$ cat src/hdl/afd_pkg.sv
// Shared types, constants and helpers of the allele frequency distance block.
package afd_pkg;

    localparam int ORG_W      = 6;
    localparam int SITE_W     = 10;
    localparam int ADDR_W     = ORG_W + SITE_W;
    localparam int MAX_ORGS   = 64;
    localparam int MAX_SITES  = 1024;
    localparam int MEM_DEPTH  = 1 << ADDR_W;
    localparam int COUNT_BITS = 8;
    localparam int FRAC_BITS  = 16;
    localparam int NUM_STATES = 5;
    localparam int ST_W       = 3;
    localparam int TOTAL_W    = 11;
    localparam int DIVD_W     = COUNT_BITS + FRAC_BITS;
    localparam int FREQ_W     = FRAC_BITS + 1;
    localparam int PROD_W     = 2 * FREQ_W;
    localparam int NSUM_W     = FREQ_W + 3;
    localparam int ACC_W      = 48;
    localparam int ROOT_W     = ACC_W / 2;
    localparam int DIST_W     = 24;
    localparam int NORG_W     = 7;
    localparam int NPOS_W     = 11;
    localparam int CFG_IDX_W  = 2;

    typedef enum logic [1:0] {
        OP_ADD   = 2'd0,
        OP_QUERY = 2'd1,
        OP_CLEAR = 2'd2,
        OP_NOP   = 2'd3
    } op_t;

    localparam logic [CFG_IDX_W-1:0] CFG_METHOD  = 2'd0;
    localparam logic [CFG_IDX_W-1:0] CFG_IGNORE  = 2'd1;
    localparam logic [CFG_IDX_W-1:0] CFG_NUM_ORG = 2'd2;
    localparam logic [CFG_IDX_W-1:0] CFG_NUM_POS = 2'd3;

    localparam logic [7:0] CHAR_A   = 8'h41;
    localparam logic [7:0] CHAR_C   = 8'h43;
    localparam logic [7:0] CHAR_T   = 8'h54;
    localparam logic [7:0] CHAR_G   = 8'h47;
    localparam logic [7:0] CHAR_GAP = 8'h2D;

    typedef struct packed {
        op_t              op;
        logic [ORG_W-1:0] org_a;
        logic [ORG_W-1:0] org_b;
        logic [SITE_W-1:0] site;
        logic [7:0]       base;
    } in_beat_t;

    typedef struct packed {
        logic [DIST_W-1:0] distance;
        logic              org_missing;
    } out_beat_t;

    typedef logic [COUNT_BITS-1:0] count_t;
    typedef count_t [NUM_STATES-1:0] count_word_t;
    typedef logic [FREQ_W-1:0] freq_t;

    typedef struct packed {
        logic              rd_en;
        logic [ADDR_W-1:0] rd_addr_a;
        logic [ADDR_W-1:0] rd_addr_b;
        logic              wr_en;
        logic [ADDR_W-1:0] wr_addr;
        count_word_t       wr_data;
    } mem_req_t;

    typedef struct packed {
        logic            hit;
        logic [ST_W-1:0] idx;
    } base_code_t;

    function automatic base_code_t base_code(input logic [7:0] ch);
        base_code_t bc;
        bc.hit = 1'b1;
        bc.idx = '0;
        unique case (ch)
            CHAR_A:   bc.idx = 3'd0;
            CHAR_C:   bc.idx = 3'd1;
            CHAR_T:   bc.idx = 3'd2;
            CHAR_G:   bc.idx = 3'd3;
            CHAR_GAP: bc.idx = 3'd4;
            default:  bc.hit = 1'b0;
        endcase
        return bc;
    endfunction

endpackage

$ cat src/hdl/afd_freq_div.sv
// Ten-lane restoring divider for the relative frequencies of two count words.
module afd_freq_div (
    input  logic                 aclk,
    input  logic                 aresetn,
    input  logic                 start,
    input  logic                 ignore_missing,
    input  afd_pkg::count_word_t cnt_a,
    input  afd_pkg::count_word_t cnt_b,
    output logic                 busy,
    output afd_pkg::freq_t       freq_a [afd_pkg::NUM_STATES],
    output afd_pkg::freq_t       freq_b [afd_pkg::NUM_STATES]
);

    localparam int NS = afd_pkg::NUM_STATES;
    localparam int TW = afd_pkg::TOTAL_W;
    localparam int DW = afd_pkg::DIVD_W;
    localparam int FW = afd_pkg::FREQ_W;
    localparam logic [4:0] LAST_STEP = 5'(DW - 1);

    logic                  busy_reg;
    logic [4:0]            step_reg;
    logic                  ign_reg;
    logic [TW-1:0]         div_reg [2];
    logic [TW-1:0]         rem_reg [2][NS];
    logic [DW-1:0]         quo_reg [2][NS];

    afd_pkg::count_word_t  cnt_in [2];
    logic [TW-1:0]         tot [2];
    logic [TW-1:0]         rem_next [2][NS];
    logic [DW-1:0]         quo_next [2][NS];
    afd_pkg::freq_t        freq [2][NS];

    assign cnt_in[0] = cnt_a;
    assign cnt_in[1] = cnt_b;

    always_comb begin
        logic [TW:0] trial;
        logic        ge;
        for (int l = 0; l < 2; l++) begin
            tot[l] = '0;
            for (int s = 0; s < NS; s++) begin
                if (s < NS - 1 || !ignore_missing) begin
                    tot[l] = tot[l] + TW'(cnt_in[l][s]);
                end
            end
            for (int s = 0; s < NS; s++) begin
                trial = {rem_reg[l][s], quo_reg[l][s][DW-1]};
                ge = (trial >= {1'b0, div_reg[l]});
                if (ge) begin
                    rem_next[l][s] = TW'(trial - {1'b0, div_reg[l]});
                end else begin
                    rem_next[l][s] = trial[TW-1:0];
                end
                quo_next[l][s] = {quo_reg[l][s][DW-2:0], ge};
                if (div_reg[l] != '0 && (s < NS - 1 || !ign_reg)) begin
                    freq[l][s] = quo_reg[l][s][FW-1:0];
                end else begin
                    freq[l][s] = '0;
                end
            end
        end
    end

    always_ff @(posedge aclk) begin
        if (!aresetn) begin
            busy_reg <= 1'b0;
            step_reg <= '0;
        end else if (start) begin
            busy_reg <= 1'b1;
            step_reg <= '0;
        end else if (busy_reg) begin
            step_reg <= step_reg + 5'd1;
            if (step_reg == LAST_STEP) begin
                busy_reg <= 1'b0;
            end
        end
    end

    always_ff @(posedge aclk) begin
        if (start) begin
            ign_reg <= ignore_missing;
            for (int l = 0; l < 2; l++) begin
                div_reg[l] <= tot[l];
                for (int s = 0; s < NS; s++) begin
                    rem_reg[l][s] <= '0;
                    quo_reg[l][s] <= {cnt_in[l][s], {afd_pkg::FRAC_BITS{1'b0}}};
                end
            end
        end else if (busy_reg) begin
            for (int l = 0; l < 2; l++) begin
                for (int s = 0; s < NS; s++) begin
                    rem_reg[l][s] <= rem_next[l][s];
                    quo_reg[l][s] <= quo_next[l][s];
                end
            end
        end
    end

    assign busy = busy_reg;

    always_comb begin
        for (int s = 0; s < NS; s++) begin
            freq_a[s] = freq[0][s];
            freq_b[s] = freq[1][s];
        end
    end

endmodule

$ cat config.mk
export PLATFORM = sky130hd
export DESIGN_NAME = afd_freq_div
export DESIGN_NICKNAME = d
export VERILOG_FILES = /design/src/hdl/afd_pkg.sv /design/src/hdl/afd_freq_div.sv
export SDC_FILE = /design/constraint.sdc
export NUM_CORES = 1
export LEC_CHECK = 0
export ABC_AREA = 1
export BUFFER_PORTS_ARGS = -buffer_cell sky130_fd_sc_hd__buf_2
export CORE_ASPECT_RATIO = 0.75
export CORE_MARGIN = 2
export CORE_UTILIZATION = 56
export DETAILED_ROUTE_END_ITERATION = 7
export HOLD_SLACK_MARGIN = 0.05
export PLACE_DENSITY = 0.86
export SLEW_MARGIN = 10
export SYNTH_ARGS = -nofsm -noshare
export SYNTH_HDL_FRONTEND = slang
export SYNTH_SLANG_ARGS = --single-unit
$ cat constraint.sdc
create_clock -name aclk -period 21.4 [get_ports aclk]
set_input_delay 1.07 -clock aclk [delete_from_list [all_inputs] [get_ports aclk]]
set_output_delay 1.07 -clock aclk [all_outputs]
set_load 0.005 [all_outputs]
# ---- Yosys cells after proc, flatten, opt, wreduce, memory -nomap -nowiden
# Memory sizes are Yosys's and may differ from the RTL's.
# Cells that the tools add are included.
# Widths: inputs -> output; s select.
dict set report word_totals {
  ram_bits 372
  output_inout_bits 171
  register_bits 7
  in_bits 84
  wordCells 113
  n_memories 3
}
# memory depth word_bits read_ports rd_clocked_by_memory_dff wr line
set memory_table {}
lappend memory_table {quo_reg 2 120 2 0 2 afd_freq_div.sv:25} ;# logic [DW-1:0] quo_reg [2][NS];
lappend memory_table {rem_reg 2 55 2 0 2 afd_freq_div.sv:24} ;# logic [TW-1:0] rem_reg [2][NS];
lappend memory_table {div_reg 2 11 2 0 2 afd_freq_div.sv:23} ;# logic [TW-1:0] div_reg [2];
dict set report classes {
  muxes 50
  n_eq_ne 1
  n_addsub 19
  magnitude_cmp 10
  n_reduce_logical 6
  n_bitwise 21
}
# cell count
set ops {}
lappend ops {{$mux 11} 22}
lappend ops {{$mux 24} 10}
lappend ops {{$mux 17} 10}
lappend ops {{$ge 12x11->1} 10}
lappend ops {{$sub 11x11->11} 10}
lappend ops {{$add 10x8->11} 2}
lappend ops {{$add 11x8->11} 2}
lappend ops {{$reduce_bool 11->1} 2}
lappend ops {{$add 9x8->10} 2}
lappend ops {{$or 1x1->1} 20}
lappend ops {{$add 8x8->9} 2}
lappend ops {{$mux 1} 8}
lappend ops {{$add 5x1->5 const B} 1}
lappend ops {{$eq 5x5->1 const B} 1}
lappend ops {{$logic_and 1x1->1} 2}
lappend ops {{$reduce_or 2->1} 1}
lappend ops {{$logic_not 1->1} 1}
lappend ops {{$not 1->1} 1}

# ---- Longest topological paths before layout
dict set report logic_depth {
  ltp_word 5
  ltp_mapped 22
  mapped_depth_nobuf 22
}

# ---- Least setup slack after synthesis
# OpenSTA, ideal clock, no wires.
dict set report synth_path {
  path_type {in2reg}
  start {input start}
  end {memory quo_reg[0][0] in the netlist's numbering, enable pin}
  path_stages 2
  slack_ns 12.074
  setup_ns 2.587
  n_path_buf 0
  t_required_ns 18.813
  arrival_time_ns 6.738
  cell_sequence {inv_1 nand2_1}
}
# element line
set synth_lines {}
lappend synth_lines {{start, declared} afd_freq_div.sv:5} ;# input logic start,
lappend synth_lines {{end, declared} afd_freq_div.sv:25}

==> flow_metrics.tcl <==
set metrics [dict create \
    cts-root-buf "clkbuf_16" \
    met1Wirelength_um 27200 \
    timing.hold.ws_ns 0.475 \
    critPathMostFrequentCell "nand2_1" \
    clk_path_buf_depth 3 \
    ios 255 \
    antenna_found_initial 13 \
    dp_hpwl_um 46400 \
    hp-start "step_reg[4]$_SDFFE_PP0P_" \
    ff2ff_setup_slack_ns 18.22 \
    routed-wl-met3_um 6140 \
    r2r-start "div_reg[0][20]$_DFFE_PP_" \
    h-tree-depth 2 \
    synth_area_leaders "edfxtp_1 (44%), nand2_1 (9.8%), nor2_1 (8.9%), inv_1 (7.5%), ha_1 (7.2%)" \
    holdBufCountCts 0 \
    numCtsBuffers 39 \
    first_global_vias 20127 \
    clkSinkCount 379 \
    synth_top_family_by_area "simple AND/OR/NAND/NOR gates" \
    grtUsageTotal_pct 27.5 \
    highest_layer "met5" \
    rsz0062_at_grt "no" \
    synth_xor_xnor_area_share_pct 2.33 \
    async_flop_share_pct 0 \
    finalNetCount 3539 \
    yosysSeqAreaShare_pct 44.9 \
    netlist_area_um2 25200 \
    drc_errors 0 \
    syn_avg_cell_area_um2 8.28 \
    fmax_mhz 230 \
    finalClockSkew_ns 0.0324 \
    crit_buf_inv 6 \
    io_buffers 254 \
    drt_pass1_iterations 6 \
    status "complete, no violations" \
    muxShareOfSynthArea_pct 0 \
    area_delta_synth_final_pct 11.7 \
    synth_ff_type "edfxtp_1" \
    synth_warnings 0 \
    synth_cells 3045 \
    grt_pass1_wl_um 104000 \
    worstHoldPathCells 1 \
    finalHoldViolations 0 \
    final_antenna_net_count 0 \
    dieHeight_um 188 \
    die-width_um 249 \
    endpoint_kind "flip-flop" \
    cts_resized 0 \
    largest_register_ffs 240 \
    path_class "in -> reg" \
    routed_via_density 5.47 \
    cp.arrival_ns 4.68 \
    yosysUniqueCellTypes 43 \
    dr_total_vias 21283 \
    core_um2 44500 \
    final_common_cell "nand2_1" \
    required_ns 21.73 \
    drtIter0Drc 2631 \
    fin_crit_sh_pct 20.3 \
    fin_cells 3891 \
    yosys_register_bits 379 \
    cp_cell_sequence "buf_2, inv_1, fa_1, inv_1, fa_1, ha_1, fa_1, nand3_1, nand2_1, or2_2, nand2_1, inv_1, ha_1, nand2_1, inv_1, a21oi_1, nand2_1, nand2_1, nand2_1, nand3_1, nand2_1, nand2_1, inv_1" \
    path_delay_family "adder cells" \
    hp-class "reg -> reg" \
    post_cts_buffers 0 \
    rr_worst_depth 9 \
    ir_worst_vdd_mv 0.0619 \
    worstMarginPinSlew_ns 1.16 \
    drive_gt1_share_pct 13.6 \
    cpPeakStageDelay_ns 0.54 \
    worstSetupStartpointType "primary input" \
    std_cell_rows 67 \
    syn-num-nets 3318 \
    synth-compound-area-share_pct 6.14 \
    r2r_end "rem_reg[1][17]$_SDFFCE_PN0P_" \
    min_to "step_reg[4]$_SDFFE_PP0P_" \
    overflow 0 \
    fillCellCount 3421 \
    dieArea_um2 46800 \
    cellPowerDensity_nw_per_um2 107 \
    synth-simple-area-share_pct 26.4 \
    cap_viol_max_count 0 \
    drv_slew 0 \
    p_leak_nw 13.5 \
    yosysTopAreaCellShare_pct 44.4 \
    cpMaxStageDelayCell "fa_1" \
    synth_top_area_cell "edfxtp_1" \
    insertion_delay_ns 0.57 \
    synth_edf_count 373 \
    routed-wl-met2_um 29700 \
    final_cell_mix "nand2_1 (658), nor2_1 (599), inv_1 (504)" \
    grt_max_degree 158 \
    relSlewSlack_pct 22.9 \
    clk_pin_slew_worst_paths_ns 0.06 \
    crit_fanout 5 \
    finalSetupViolCount 0 \
    wire_per_inst_um 16.9 \
    gp_congestion 0.934 \
    post-route-min-period_ns 4.35 \
    start_util_pct 56.6 \
    synth-adder-area-share_pct 10.7 \
    cts_tree "built" \
    design_area_um2 28200 \
    placed_cells 3811 \
    power.total_mw 3.00 \
    wl_um 65600 \
    tns_ns 0 \
    placed_cell_area_um2 26900 \
]
power by group:
part	total (mW)	switching, mW	leakage, nW	internal (mW)
registers	0.962	0.0423	4.00	0.920
clock network	0.698	0.309	0.630	0.390
logic	1.34	0.876	8.89	0.465
metal layers:
layer	GRT usage [%]	vias up
li1	-	10203
met1	38.0	9880
met2	43.5	1014
met3	5.27	178
met4	10.3	8
met5	0	-
cell type report:
cell class	count	area, um^2	area share (%)
Timing Repair Buffer	261	1350	4.79
Clock buffer	49	1040	3.71
Sequential cell	379	11300	40.2
Multi-Input combinational cell	2071	11500	40.9
Tap cell	586	733	2.60
Inverter	514	1950	6.92
Clock inverter	22	243	0.862
Antenna cell	9	22.5	0.0800
synth_stat cells (15+ instances only):
cell	instances
a21oi_1	95
nor2_2	44
nand4_1	85
fa_1	44
nand3b_1	16
nand2_1	659
buf_2	50
o21ai_1	22
edfxtp_1	373
nor2_1	599
nand3_1	73
o21ai_0	99
inv_1	504
ha_1	145
xor2_1	52
xnor2_1	15
worst max-delay path by stage:
stage	from	end	slack, ns	cells past startpoint
after floorplan	start	quo_reg[0][0]$_SDFFCE_PN0P_	12.07	2
after global placement	cnt_a[1]	div_reg[0][9]$_DFFE_PP_	16.57	21
after detailed placement	cnt_b[1]	div_reg[0][20]$_DFFE_PP_	16.50	23
after CTS	cnt_b[1]	div_reg[0][20]$_DFFE_PP_	17.08	23
after global routing	cnt_a[1]	div_reg[0][9]$_DFFE_PP_	16.83	21
final	cnt_b[1]	div_reg[0][20]$_DFFE_PP_	17.05	23
through the flow:
stage | setup WS [ns] | utilization (%)
detailed placement | 16.50 | 60.3
global placement | 16.57 | 60.3
finish | 17.05 | 63.3
CTS | 17.08 | 63.2
floorplan | 12.07 | -
global route | 16.83 | 63.3
kinds of logic (layout without fill, tap and decap cells):
logic type,count (synthesis),after routing
other,0,9
DFF,379,379
adders and majority gates,189,189
xor gates and xnor gates,67,67
AOI/OAI and AO/OA,267,267
buffers and inverters,595,846
and+or+nand+nor,1548,1548
Note: power is estimated with default switching activity, not from simulation.
