===== src/hdl/afd_pkg.sv =====
// Shared types, constants and helpers of the allele frequency distance block.
package afd_pkg;

    localparam int ORG_W      = 6;
    localparam int SITE_W     = 10;
    localparam int ADDR_W     = ORG_W + SITE_W;
    localparam int MAX_ORGS   = 64;
    localparam int MAX_SITES  = 1024;
    localparam int MEM_DEPTH  = 1 << ADDR_W;
    localparam int COUNT_BITS = 8;
    localparam int FRAC_BITS  = 16;
    localparam int NUM_STATES = 5;
    localparam int ST_W       = 3;
    localparam int TOTAL_W    = 11;
    localparam int DIVD_W     = COUNT_BITS + FRAC_BITS;
    localparam int FREQ_W     = FRAC_BITS + 1;
    localparam int PROD_W     = 2 * FREQ_W;
    localparam int NSUM_W     = FREQ_W + 3;
    localparam int ACC_W      = 48;
    localparam int ROOT_W     = ACC_W / 2;
    localparam int DIST_W     = 24;
    localparam int NORG_W     = 7;
    localparam int NPOS_W     = 11;
    localparam int CFG_IDX_W  = 2;

    typedef enum logic [1:0] {
        OP_ADD   = 2'd0,
        OP_QUERY = 2'd1,
        OP_CLEAR = 2'd2,
        OP_NOP   = 2'd3
    } op_t;

    localparam logic [CFG_IDX_W-1:0] CFG_METHOD  = 2'd0;
    localparam logic [CFG_IDX_W-1:0] CFG_IGNORE  = 2'd1;
    localparam logic [CFG_IDX_W-1:0] CFG_NUM_ORG = 2'd2;
    localparam logic [CFG_IDX_W-1:0] CFG_NUM_POS = 2'd3;

    localparam logic [7:0] CHAR_A   = 8'h41;
    localparam logic [7:0] CHAR_C   = 8'h43;
    localparam logic [7:0] CHAR_T   = 8'h54;
    localparam logic [7:0] CHAR_G   = 8'h47;
    localparam logic [7:0] CHAR_GAP = 8'h2D;

    typedef struct packed {
        op_t              op;
        logic [ORG_W-1:0] org_a;
        logic [ORG_W-1:0] org_b;
        logic [SITE_W-1:0] site;
        logic [7:0]       base;
    } in_beat_t;

    typedef struct packed {
        logic [DIST_W-1:0] distance;
        logic              org_missing;
    } out_beat_t;

    typedef logic [COUNT_BITS-1:0] count_t;
    typedef count_t [NUM_STATES-1:0] count_word_t;
    typedef logic [FREQ_W-1:0] freq_t;

    typedef struct packed {
        logic              rd_en;
        logic [ADDR_W-1:0] rd_addr_a;
        logic [ADDR_W-1:0] rd_addr_b;
        logic              wr_en;
        logic [ADDR_W-1:0] wr_addr;
        count_word_t       wr_data;
    } mem_req_t;

    typedef struct packed {
        logic            hit;
        logic [ST_W-1:0] idx;
    } base_code_t;

    function automatic base_code_t base_code(input logic [7:0] ch);
        base_code_t bc;
        bc.hit = 1'b1;
        bc.idx = '0;
        unique case (ch)
            CHAR_A:   bc.idx = 3'd0;
            CHAR_C:   bc.idx = 3'd1;
            CHAR_T:   bc.idx = 3'd2;
            CHAR_G:   bc.idx = 3'd3;
            CHAR_GAP: bc.idx = 3'd4;
            default:  bc.hit = 1'b0;
        endcase
        return bc;
    endfunction

endpackage


===== src/hdl/afd_isqrt.sv =====
// Iterative integer square root, two radicand bits per cycle.
module afd_isqrt (
    input  logic                        aclk,
    input  logic                        aresetn,
    input  logic                        start,
    input  logic [afd_pkg::ACC_W-1:0]   radicand,
    output logic                        busy,
    output logic [afd_pkg::ROOT_W-1:0]  root
);

    localparam int AW = afd_pkg::ACC_W;

    logic          busy_reg;
    logic [AW-1:0] x_reg;
    logic [AW-1:0] r_reg;
    logic [AW-1:0] bit_reg;
    logic [AW:0]   trial;

    assign trial = {1'b0, r_reg} + {1'b0, bit_reg};

    always_ff @(posedge aclk) begin
        if (!aresetn) begin
            busy_reg <= 1'b0;
        end else if (start) begin
            busy_reg <= 1'b1;
        end else if (busy_reg && bit_reg[0]) begin
            busy_reg <= 1'b0;
        end
    end

    always_ff @(posedge aclk) begin
        if (start) begin
            x_reg   <= radicand;
            r_reg   <= '0;
            bit_reg <= AW'(1) << (AW - 2);
        end else if (busy_reg) begin
            if ({1'b0, x_reg} >= trial) begin
                x_reg <= x_reg - trial[AW-1:0];
                r_reg <= (r_reg >> 1) + bit_reg;
            end else begin
                r_reg <= r_reg >> 1;
            end
            bit_reg <= bit_reg >> 2;
        end
    end

    assign busy = busy_reg;
    assign root = r_reg[afd_pkg::ROOT_W-1:0];

endmodule


===== config.mk =====
export PLATFORM = sky130hd
export DESIGN_NAME = afd_isqrt
export DESIGN_NICKNAME = d
export VERILOG_FILES = /design/src/hdl/afd_pkg.sv /design/src/hdl/afd_isqrt.sv
export SDC_FILE = /design/constraint.sdc
export NUM_CORES = 1
export LEC_CHECK = 0
export BUFFER_PORTS_ARGS = -buffer_cell sky130_fd_sc_hd__buf_4
export CAP_MARGIN = 15
export CORE_MARGIN = 2
export CORE_UTILIZATION = 53
export DETAILED_ROUTE_END_ITERATION = 7
export PLACE_DENSITY = 0.77
export SETUP_SLACK_MARGIN = 0.15
export SYNTH_ARGS = -nofsm -noshare
export SYNTH_HDL_FRONTEND = slang
export SYNTH_SLANG_ARGS = --single-unit

===== constraint.sdc =====
create_clock -name aclk -period 7.15 [get_ports aclk]
set_input_delay 0.715 -clock aclk [delete_from_list [all_inputs] [get_ports aclk]]
set_output_delay 0.715 -clock aclk [all_outputs]
set_load 0.05 [all_outputs]

Word level (Yosys, flattened, before mapping)
Cells that the tools add are included.

Bits in registers: 121. Input bits: 51. Output and inout bits: 25. Logic and storage cells: 19.

Add/sub/neg operators: 3. Order comparisons: 1. Multiplexer cells: 6. Reductions and logical operators: 5.

Operator list (count): $mux 48 (4); $add 48x47->49 (1); $ge 48x49->1 (1); $add 47x47->48 (1); $sub 48x48->48 (1); $reduce_bool 2->1 (3); $mux 1 (2); $reduce_and 2->1 (1); $logic_and 1x1->1 (1).

Logic depth before layout (Yosys ltp)
Gate-level depths: netlist (run 1).

Depth in word-level cells: 5. Depth in mapped cells: 24. Gate-level depth less buffers: 22.

Least setup slack after synthesis (run 1)
No wires, ideal clock.

Path type: register to register. Start: register r_reg[10]. End: register x_reg[0] (enable). Library setup time: 0.404 ns. Arrival: 5.346 ns. Slack: 1.400 ns. Cell stages (with the launch flop): 22. Clock period less this slack: 5.750 ns. Cells stage by stage: dfxtp_1 ha_1 and4_1 and2b_1 a21oi_1 o211ai_1 a31oi_1 o21bai_1 a21oi_1 o21ai_0 xnor2_1 ha_1 clkbuf_1 nand2_1 or4b_1 nor3_2 nand2_1 a21oi_2 o31ai_2 nor2_1 clkbuf_1 a21o_1.

Longest elaborated chain between the ends: 4.

Ends and longest elaborated chain: start, declared (RTL line afd_isqrt.sv:15) `logic [AW-1:0] r_reg;`; start signal, assigned (RTL line afd_isqrt.sv:39) `r_reg <= (r_reg >> 1) + bit_reg;`; start signal, assigned (RTL line afd_isqrt.sv:41) `r_reg <= r_reg >> 1;`; $add 48x47->49 (RTL line afd_isqrt.sv:19) `assign trial = {1'b0, r_reg} + {1'b0, bit_reg};`; $ge 48x49->1 (RTL line afd_isqrt.sv:37) `if ({1'b0, x_reg} >= trial) begin`; $reduce_bool 2->1 (no line); $reduce_and 2->1 (no line); end signal, assigned (RTL line afd_isqrt.sv:33) `x_reg <= radicand;`; end signal, assigned (RTL line afd_isqrt.sv:38) `x_reg <= x_reg - trial[AW-1:0];`; end, declared (RTL line afd_isqrt.sv:14) `logic [AW-1:0] x_reg;`.

No other way between the ends. A chain may end at the register's enable or synchronous reset.

Final worst setup path (run 1)
Start: register r_reg[6]. End: register r_reg[31].

Longest elaborated chain between the ends: 3. Elaborated cells between the ends (all ways): 4. Classes of those cells: add/sub (2); order compare (1); mux (1).

Ends and longest elaborated chain (RTL line): $add 48x47->49 (afd_isqrt.sv:19); $ge 48x49->1 (afd_isqrt.sv:37); $mux 48 (*) (afd_isqrt.sv:37).

Mark *: on every way between the ends. The rest lies on a longest branch, timed or not.

==> results of run 1 <==
[cells by family after synthesis]
family / after synthesis / synth area share
XOR/XNOR: 118 / 0.09292
flip-flops: 121 / 0.2610
adder cells (fa/ha/maj): 99 / 0.1120
multiplexers: 37 / 0.03397
AND/OR/NAND/NOR: 476 / 0.1943
buffers and inverters: 117 / 0.05051
AO/OA/AOI/OAI: 434 / 0.2553
[per-stage QoR]
| stage | utilization | hold WS (ps) | std cells |
|---|---|---|---|
| floorplan | - | 477.7 | 1402 |
| global placement | 0.5685 | 521.4 | 1657 |
| detailed placement | 0.5685 | 535.8 | 1657 |
| CTS | 0.5966 | 481.9 | 1689 |
| global route | 0.5976 | 495.4 | 1690 |
| finish | 0.5976 | 486.4 | 1690 |
[metal layers]
| metal | routed length (um) | vias to the layer above | track usage |
|---|---|---|---|
| met4 | 1028 | 0 | 0.1176 |
| met1 | 12760 | 4896 | 0.3422 |
| met3 | 2208 | 89 | 0.05413 |
| met5 | 0 | - | 0 |
| li1 | - | 5156 | - |
| met2 | 14400 | 397 | 0.4616 |
[critical path, stage by stage, from the launching register on]
cell and delay [ps]:
dfxtp_1 400, ha_1 390, a21oi_1 90, a211oi_1 450, a21oi_1 250, o211ai_1 280
a31oi_1 180, o21bai_1 340, a21oi_1 210, o31ai_1 380, a21oi_1 140, xor2_1 160
ha_1 350, nor2b_1 150, o21ai_0 160, nand2b_1 120, or3_1 410, o31ai_4 510
buf_4 300, or2_1 120, buf_4 360, a2111oi_0 140, a221o_1 270
[cell usage after synthesis, types with 19 or more instances]
| master | n |
|---|---|
| nor2_1 | 164 |
| nand2_1 | 150 |
| o21ai_0 | 104 |
| ha_1 | 98 |
| a21oi_1 | 89 |
| dfxtp_1 | 73 |
| xnor2_1 | 60 |
| xor2_1 | 58 |
| clkbuf_1 | 53 |
| edfxtp_1 | 48 |
| a31oi_1 | 43 |
| a21o_1 | 38 |
| nor3_1 | 36 |
| mux2i_1 | 31 |
| a211oi_1 | 30 |
| buf_4 | 26 |
| nand3_1 | 25 |
| inv_1 | 20 |
| nand4_1 | 19 |
[power by group]
group	leakage, nW	internal (mW)	total (mW)	switching [mW]
logic	3.47	1.12	2.88	1.76
clock network	0.290	0.517	0.864	0.347
registers	1.08	0.976	1.15	0.175
[cell type report]
class | instances | area [um2] | area share
clock buffers | 22 | 485.5 | 0.03977
flip-flops and latches | 121 | 2907 | 0.2381
clock inverters | 10 | 88.84 | 0.007277
inverters | 20 | 75.07 | 0.006149
multi-input cells | 1164 | 7679 | 0.6290
well taps | 270 | 337.8 | 0.02767
repair buffers | 83 | 635.6 | 0.05207
[worst paths after layout]
path	endpoint	slack, ps
min reg2reg	r_reg[2]	550
min	busy	490
max	r_reg[31]	850
max reg2reg	r_reg[31]	850
==> impl_metrics.py, run 1 <==
metrics = {
    "run_status": {
        "status": "completed",
    },
    "final_layout": {
        "mostFrequentLayoutCells": "164 x nor2_1, 150 x nand2_1, 104 x o21ai_0",
        "finalInstanceArea_mm2": 0.01221,
        "area_growth_pct": 9.765,
        "final_common_cell": "nor2_1",
        "diodes": 0,
        "layout-drive-gt1-share": 0.1000,
        "layout.nets": 1557,
        "n_fill_cell": 1843,
    },
    "clock_network": {
        "cts_resized": 0,
        "path_clk_slew_ps": 60,
        "clkLatencyLatePin_ps": 430,
        "h-tree-depth": 4,
        "clock-sinks": 121,
        "cts_tree": "yes",
        "post_cts.repair.setup_buffers": 0,
        "cts_buffer_depth": 2,
        "postCtsHoldBufs": 0,
        "numCtsBuffers": 17,
        "cts-root-buf": "clkbuf_16",
    },
    "grt": {
        "gr-usage-all-layers": 0.2740,
        "grt-ovfl-total": 0,
        "grt_pass1_vias": 9986,
        "grt_first_pass_wirelength_um": 49100,
        "grt_max_degree": 97,
        "antenna_found_initial": 0,
    },
    "power_and_ir_drop": {
        "p_leak_nw": 4.842,
        "powerDensity_mw_per_mm2": 401.2,
        "irDropWorstVdd_mv": 0.2585,
        "finalPower_mw": 4.897,
    },
    "placement": {
        "gp_congestion": 0.9541,
        "port_buffers": 75,
        "pre_cts_ws_ps": 974.4,
        "hpwl_um": 21980,
        "place_area_mm2": 0.01161,
    },
    "timing": {
        "worstMarginPinSlew_ps": 859.7,
        "setup_viol": 0,
        "finClkSkew_ps": 10.18,
        "fmax_ghz": 0.1588,
        "slew_viol_final": 0,
        "relSlewSlack": 0.4269,
        "rsz0062_at_grt": "no",
        "fin_setup_tns_ps": 0,
        "post-route-period-util": 0.8805,
        "hold_violations": 0,
        "worst_slack_ps": 854.2,
        "layout_min_cycle_time_ps": 6296,
    },
    "yosys": {
        "synthCells": 1402,
        "synthTopCellsByArea": "dfxtp_1 13%, edfxtp_1 13%, ha_1 11%",
        "ys_seq_area_frac": 0.2610,
        "synth_area_leader_cell": "dfxtp_1",
        "synth_flop_cell": "dfxtp_1",
        "synth-seq-cells": 121,
        "synth_edf_count": 48,
        "ys_types": 79,
        "synthArstFlopShare": 0,
        "syn_nets": 1552,
        "avgSynthCellArea_um2": 7.933,
        "ys_warn_count": 0,
        "synth_top_area_share": 0.1314,
        "synth_area_mm2": 0.01112,
    },
    "worst_hold_path": {
        "min_path_cells": 2,
        "hp-start": "aresetn",
        "hold_path.class": "in -> reg",
    },
    "detailed_routing": {
        "first_pass_iters": 8,
        "drt-wirelength-per-cell_um": 17.98,
        "route.vias.total": 10540,
        "drt-initial-drc-count": 873,
        "drtAntennaViolNets": 0,
        "via_per_inst": 6.236,
        "drt_wl_total_um": 30390,
        "drc": 0,
    },
    "floorplan": {
        "coreArea_mm2": 0.02043,
        "die_area_mm2": 0.02216,
        "ioPinCount": 76,
        "row_count": 52,
        "initial_core_util": 0.5444,
        "dieWidth_um": 148.9,
        "die_h_um": 148.9,
    },
    "worst_setup_path": {
        "worstPathMaxFanout": 34,
        "arrival_ps": 6610,
        "crit_required_ps": 7470,
        "startpoint_type": "register",
        "cp-end-kind": "register",
        "r2r-start": "r_reg[6]",
        "crit_type": "reg -> reg",
        "worstSetupStartpoint": "r_reg[6]",
        "worstRegToRegCells": 22,
    },
    "flow_run": {
        "cap_viol_max_count": 0,
    },
}
No activity file was read; power rests on OpenSTA's default activity.
==> inputs of run 2 (changes only) <==
--- a/config.mk
+++ b/config.mk
@@ -7,10 +7,11 @@
 export LEC_CHECK = 0
 export BUFFER_PORTS_ARGS = -buffer_cell sky130_fd_sc_hd__buf_4
 export CAP_MARGIN = 15
-export CORE_MARGIN = 2
+export CORE_MARGIN = 1
 export CORE_UTILIZATION = 53
 export DETAILED_ROUTE_END_ITERATION = 7
 export PLACE_DENSITY = 0.77
+export RECOVER_POWER = 50
 export SETUP_SLACK_MARGIN = 0.15
 export SYNTH_ARGS = -nofsm -noshare
 export SYNTH_HDL_FRONTEND = slang
==> impl_metrics.py, run 2 (synthesized netlist as in run 1, its figures left out) <==
metrics = {
    "clock_network": {
        "clkLatencyLatePin_ps": 440,
        "numCtsBuffers": 17,
        "path_clk_slew_ps": 60,
        "post_cts.repair.setup_buffers": 0,
        "postCtsHoldBufs": 0,
        "cts_resized": 0,
        "cts_tree": "yes",
        "cts_buffer_depth": 2,
        "h-tree-depth": 4,
        "cts-root-buf": "clkbuf_16",
        "clock-sinks": 121,
    },
    "worst_setup_path": {
        "cp_slowest_cell": "or4b_1",
        "startpoint_type": "register",
        "crit_type": "reg -> reg",
        "crit_required_ps": 7240,
        "rrSetupSlack_ps": 620,
        "worst-path-buf-inv": 1,
        "crit_path_frequent_cell": "a21oi_1",
        "cp_num_cells": 20,
        "worstPathMaxFanout": 29,
        "crit_chain": "ha_1 > a21oi_1 > a211oi_1 > a21oi_1 > o211ai_1 > a31oi_1 > o21bai_1 > a21oi_1 > o21ai_0 > xnor2_1 > ha_1 > nand2_1 > or4b_1 > nor3_1 > nand2_1 > a21oi_2 > o31ai_4 > nor2_1 > a21o_2 > buf_4",
        "crit_family": "compound AO/OA/AOI/OAI gates",
        "cp-end-kind": "register",
        "max_stage_delay_ps": 540,
        "worstRegToRegCells": 20,
        "arrival_ps": 6630,
    },
    "final_layout": {
        "area_growth_pct": 9.045,
        "finalInstanceArea_mm2": 0.01213,
        "layout.nets": 1556,
        "layout-drive-gt1-share": 0.07822,
        "mostFrequentLayoutCells": "164 x nor2_1, 150 x nand2_1, 106 x o21ai_0",
        "diodes": 0,
        "final_common_cell": "nor2_1",
        "instances_no_fill": 1689,
    },
    "timing": {
        "post-route-period-util": 0.9140,
        "fin_setup_tns_ps": 0,
        "fmax_ghz": 0.1530,
        "layout_min_cycle_time_ps": 6535,
        "worst_slack_ps": 615.2,
        "setup_viol": 0,
        "finClkSkew_ps": 12.72,
        "rsz0062_at_grt": "no",
        "slew_viol_final": 274,
        "hold_ws_ps": 481.1,
        "hold_violations": 0,
        "relSlewSlack": -1.354,
        "worstMarginPinSlew_ps": 3531,
    },
    "power_and_ir_drop": {
        "power_switching_share": 0.4642,
        "power.share.sequential": 0.233,
        "powerDensity_mw_per_mm2": 409.2,
        "p_sw_mw": 2.304,
        "power_frac_clock": 0.191,
        "p_leak_nw": 4.742,
        "p_comb_frac": 0.576,
        "irDropWorstVdd_mv": 0.2786,
        "intPower_mw": 2.659,
    },
    "floorplan": {
        "coreArea_mm2": 0.02043,
        "row_count": 52,
        "dieWidth_um": 146.9,
        "die_h_um": 146.9,
        "die_area_mm2": 0.02157,
        "ioPinCount": 76,
        "initial_core_util": 0.5444,
    },
    "run_status": {
        "status": "complete, but fails checks",
        "failed_checks": "capacitance limit, slew limit",
    },
    "detailed_routing": {
        "drt-wirelength-per-cell_um": 17.76,
        "via_per_inst": 6.206,
        "drt-initial-drc-count": 829,
        "first_pass_iters": 8,
        "drc": 0,
        "drt_wl_total_um": 30000,
        "drtAntennaViolNets": 0,
        "route.vias.total": 10480,
    },
    "placement": {
        "hpwl_um": 22080,
        "place_area_mm2": 0.01161,
        "dp.cells": 1657,
        "pre_cts_ws_ps": 769.8,
        "gp_congestion": 0.9134,
        "port_buffers": 75,
    },
    "flow_run": {
        "cap_viol_max_count": 4,
    },
    "worst_hold_path": {
        "hold_path.class": "in -> reg",
        "min_path_cells": 2,
    },
    "grt": {
        "antenna_found_initial": 0,
        "gr-usage-all-layers": 0.2788,
        "grt-ovfl-total": 0,
        "grt_pass1_vias": 10040,
        "grt_max_degree": 85,
        "grt_first_pass_wirelength_um": 48560,
    },
}
run 2: changes by cell type in the layout (fill, tap and decap cells not counted), sizes merged:
cell,before,now
clkinv,6,3
buf,83,54
clkinvlp,0,1
clkbuf,22,48
inv,23,25
bufinv,1,3
run 2: routing by layer:
metal	global-route usage	vias up	share of wire
li1	-	5151	-
met1	0.3379	4876	0.43
met2	0.4863	361	0.48
met3	0.04099	94	0.053
met4	0.1271	0	0.033
met5	0	-	0
run 2: path summary, 6_finish.rpt:
kind / endpoint / startpoint
worst max register to register: x_reg[32] / r_reg[6]
worst min-delay path: busy / aresetn
worst max-delay path: x_reg[32] / r_reg[6]
worst min register to register: r_reg[0] / r_reg[0]
run 2: cell type report:
cell class	instances	area, um2
Tap cell	270	337.8
Clock inverter	12	157.7
Fill cell	1878	8302
Inverter	20	75.07
Timing Repair Buffer	82	510.5
Clock buffer	20	478.0
Sequential cell	121	2903
Multi-Input combinational cell	1164	7666
run 2: per-stage QoR:
stage / power, mW / utilization
final: 4.963 / 0.5936
after floorplan: 3.340 / -
after CTS: 4.940 / 0.5996
after global placement: 3.920 / 0.5685
after detailed placement: 3.960 / 0.5685
after global routing: 5.280 / 0.5936
run 2: power groups by stage:
stage / sequential (mW) / clock [mW] / combinational [mW]
3_3_place_gp: 1.16 / 0 / 2.76
3_5_place_dp: 1.16 / 0 / 2.80
2_1_floorplan: 1.07 / 0 / 2.27
6_report: 1.16 / 0.948 / 2.86
4_1_cts: 1.15 / 0.954 / 2.83
5_1_grt: 1.18 / 0.981 / 3.12
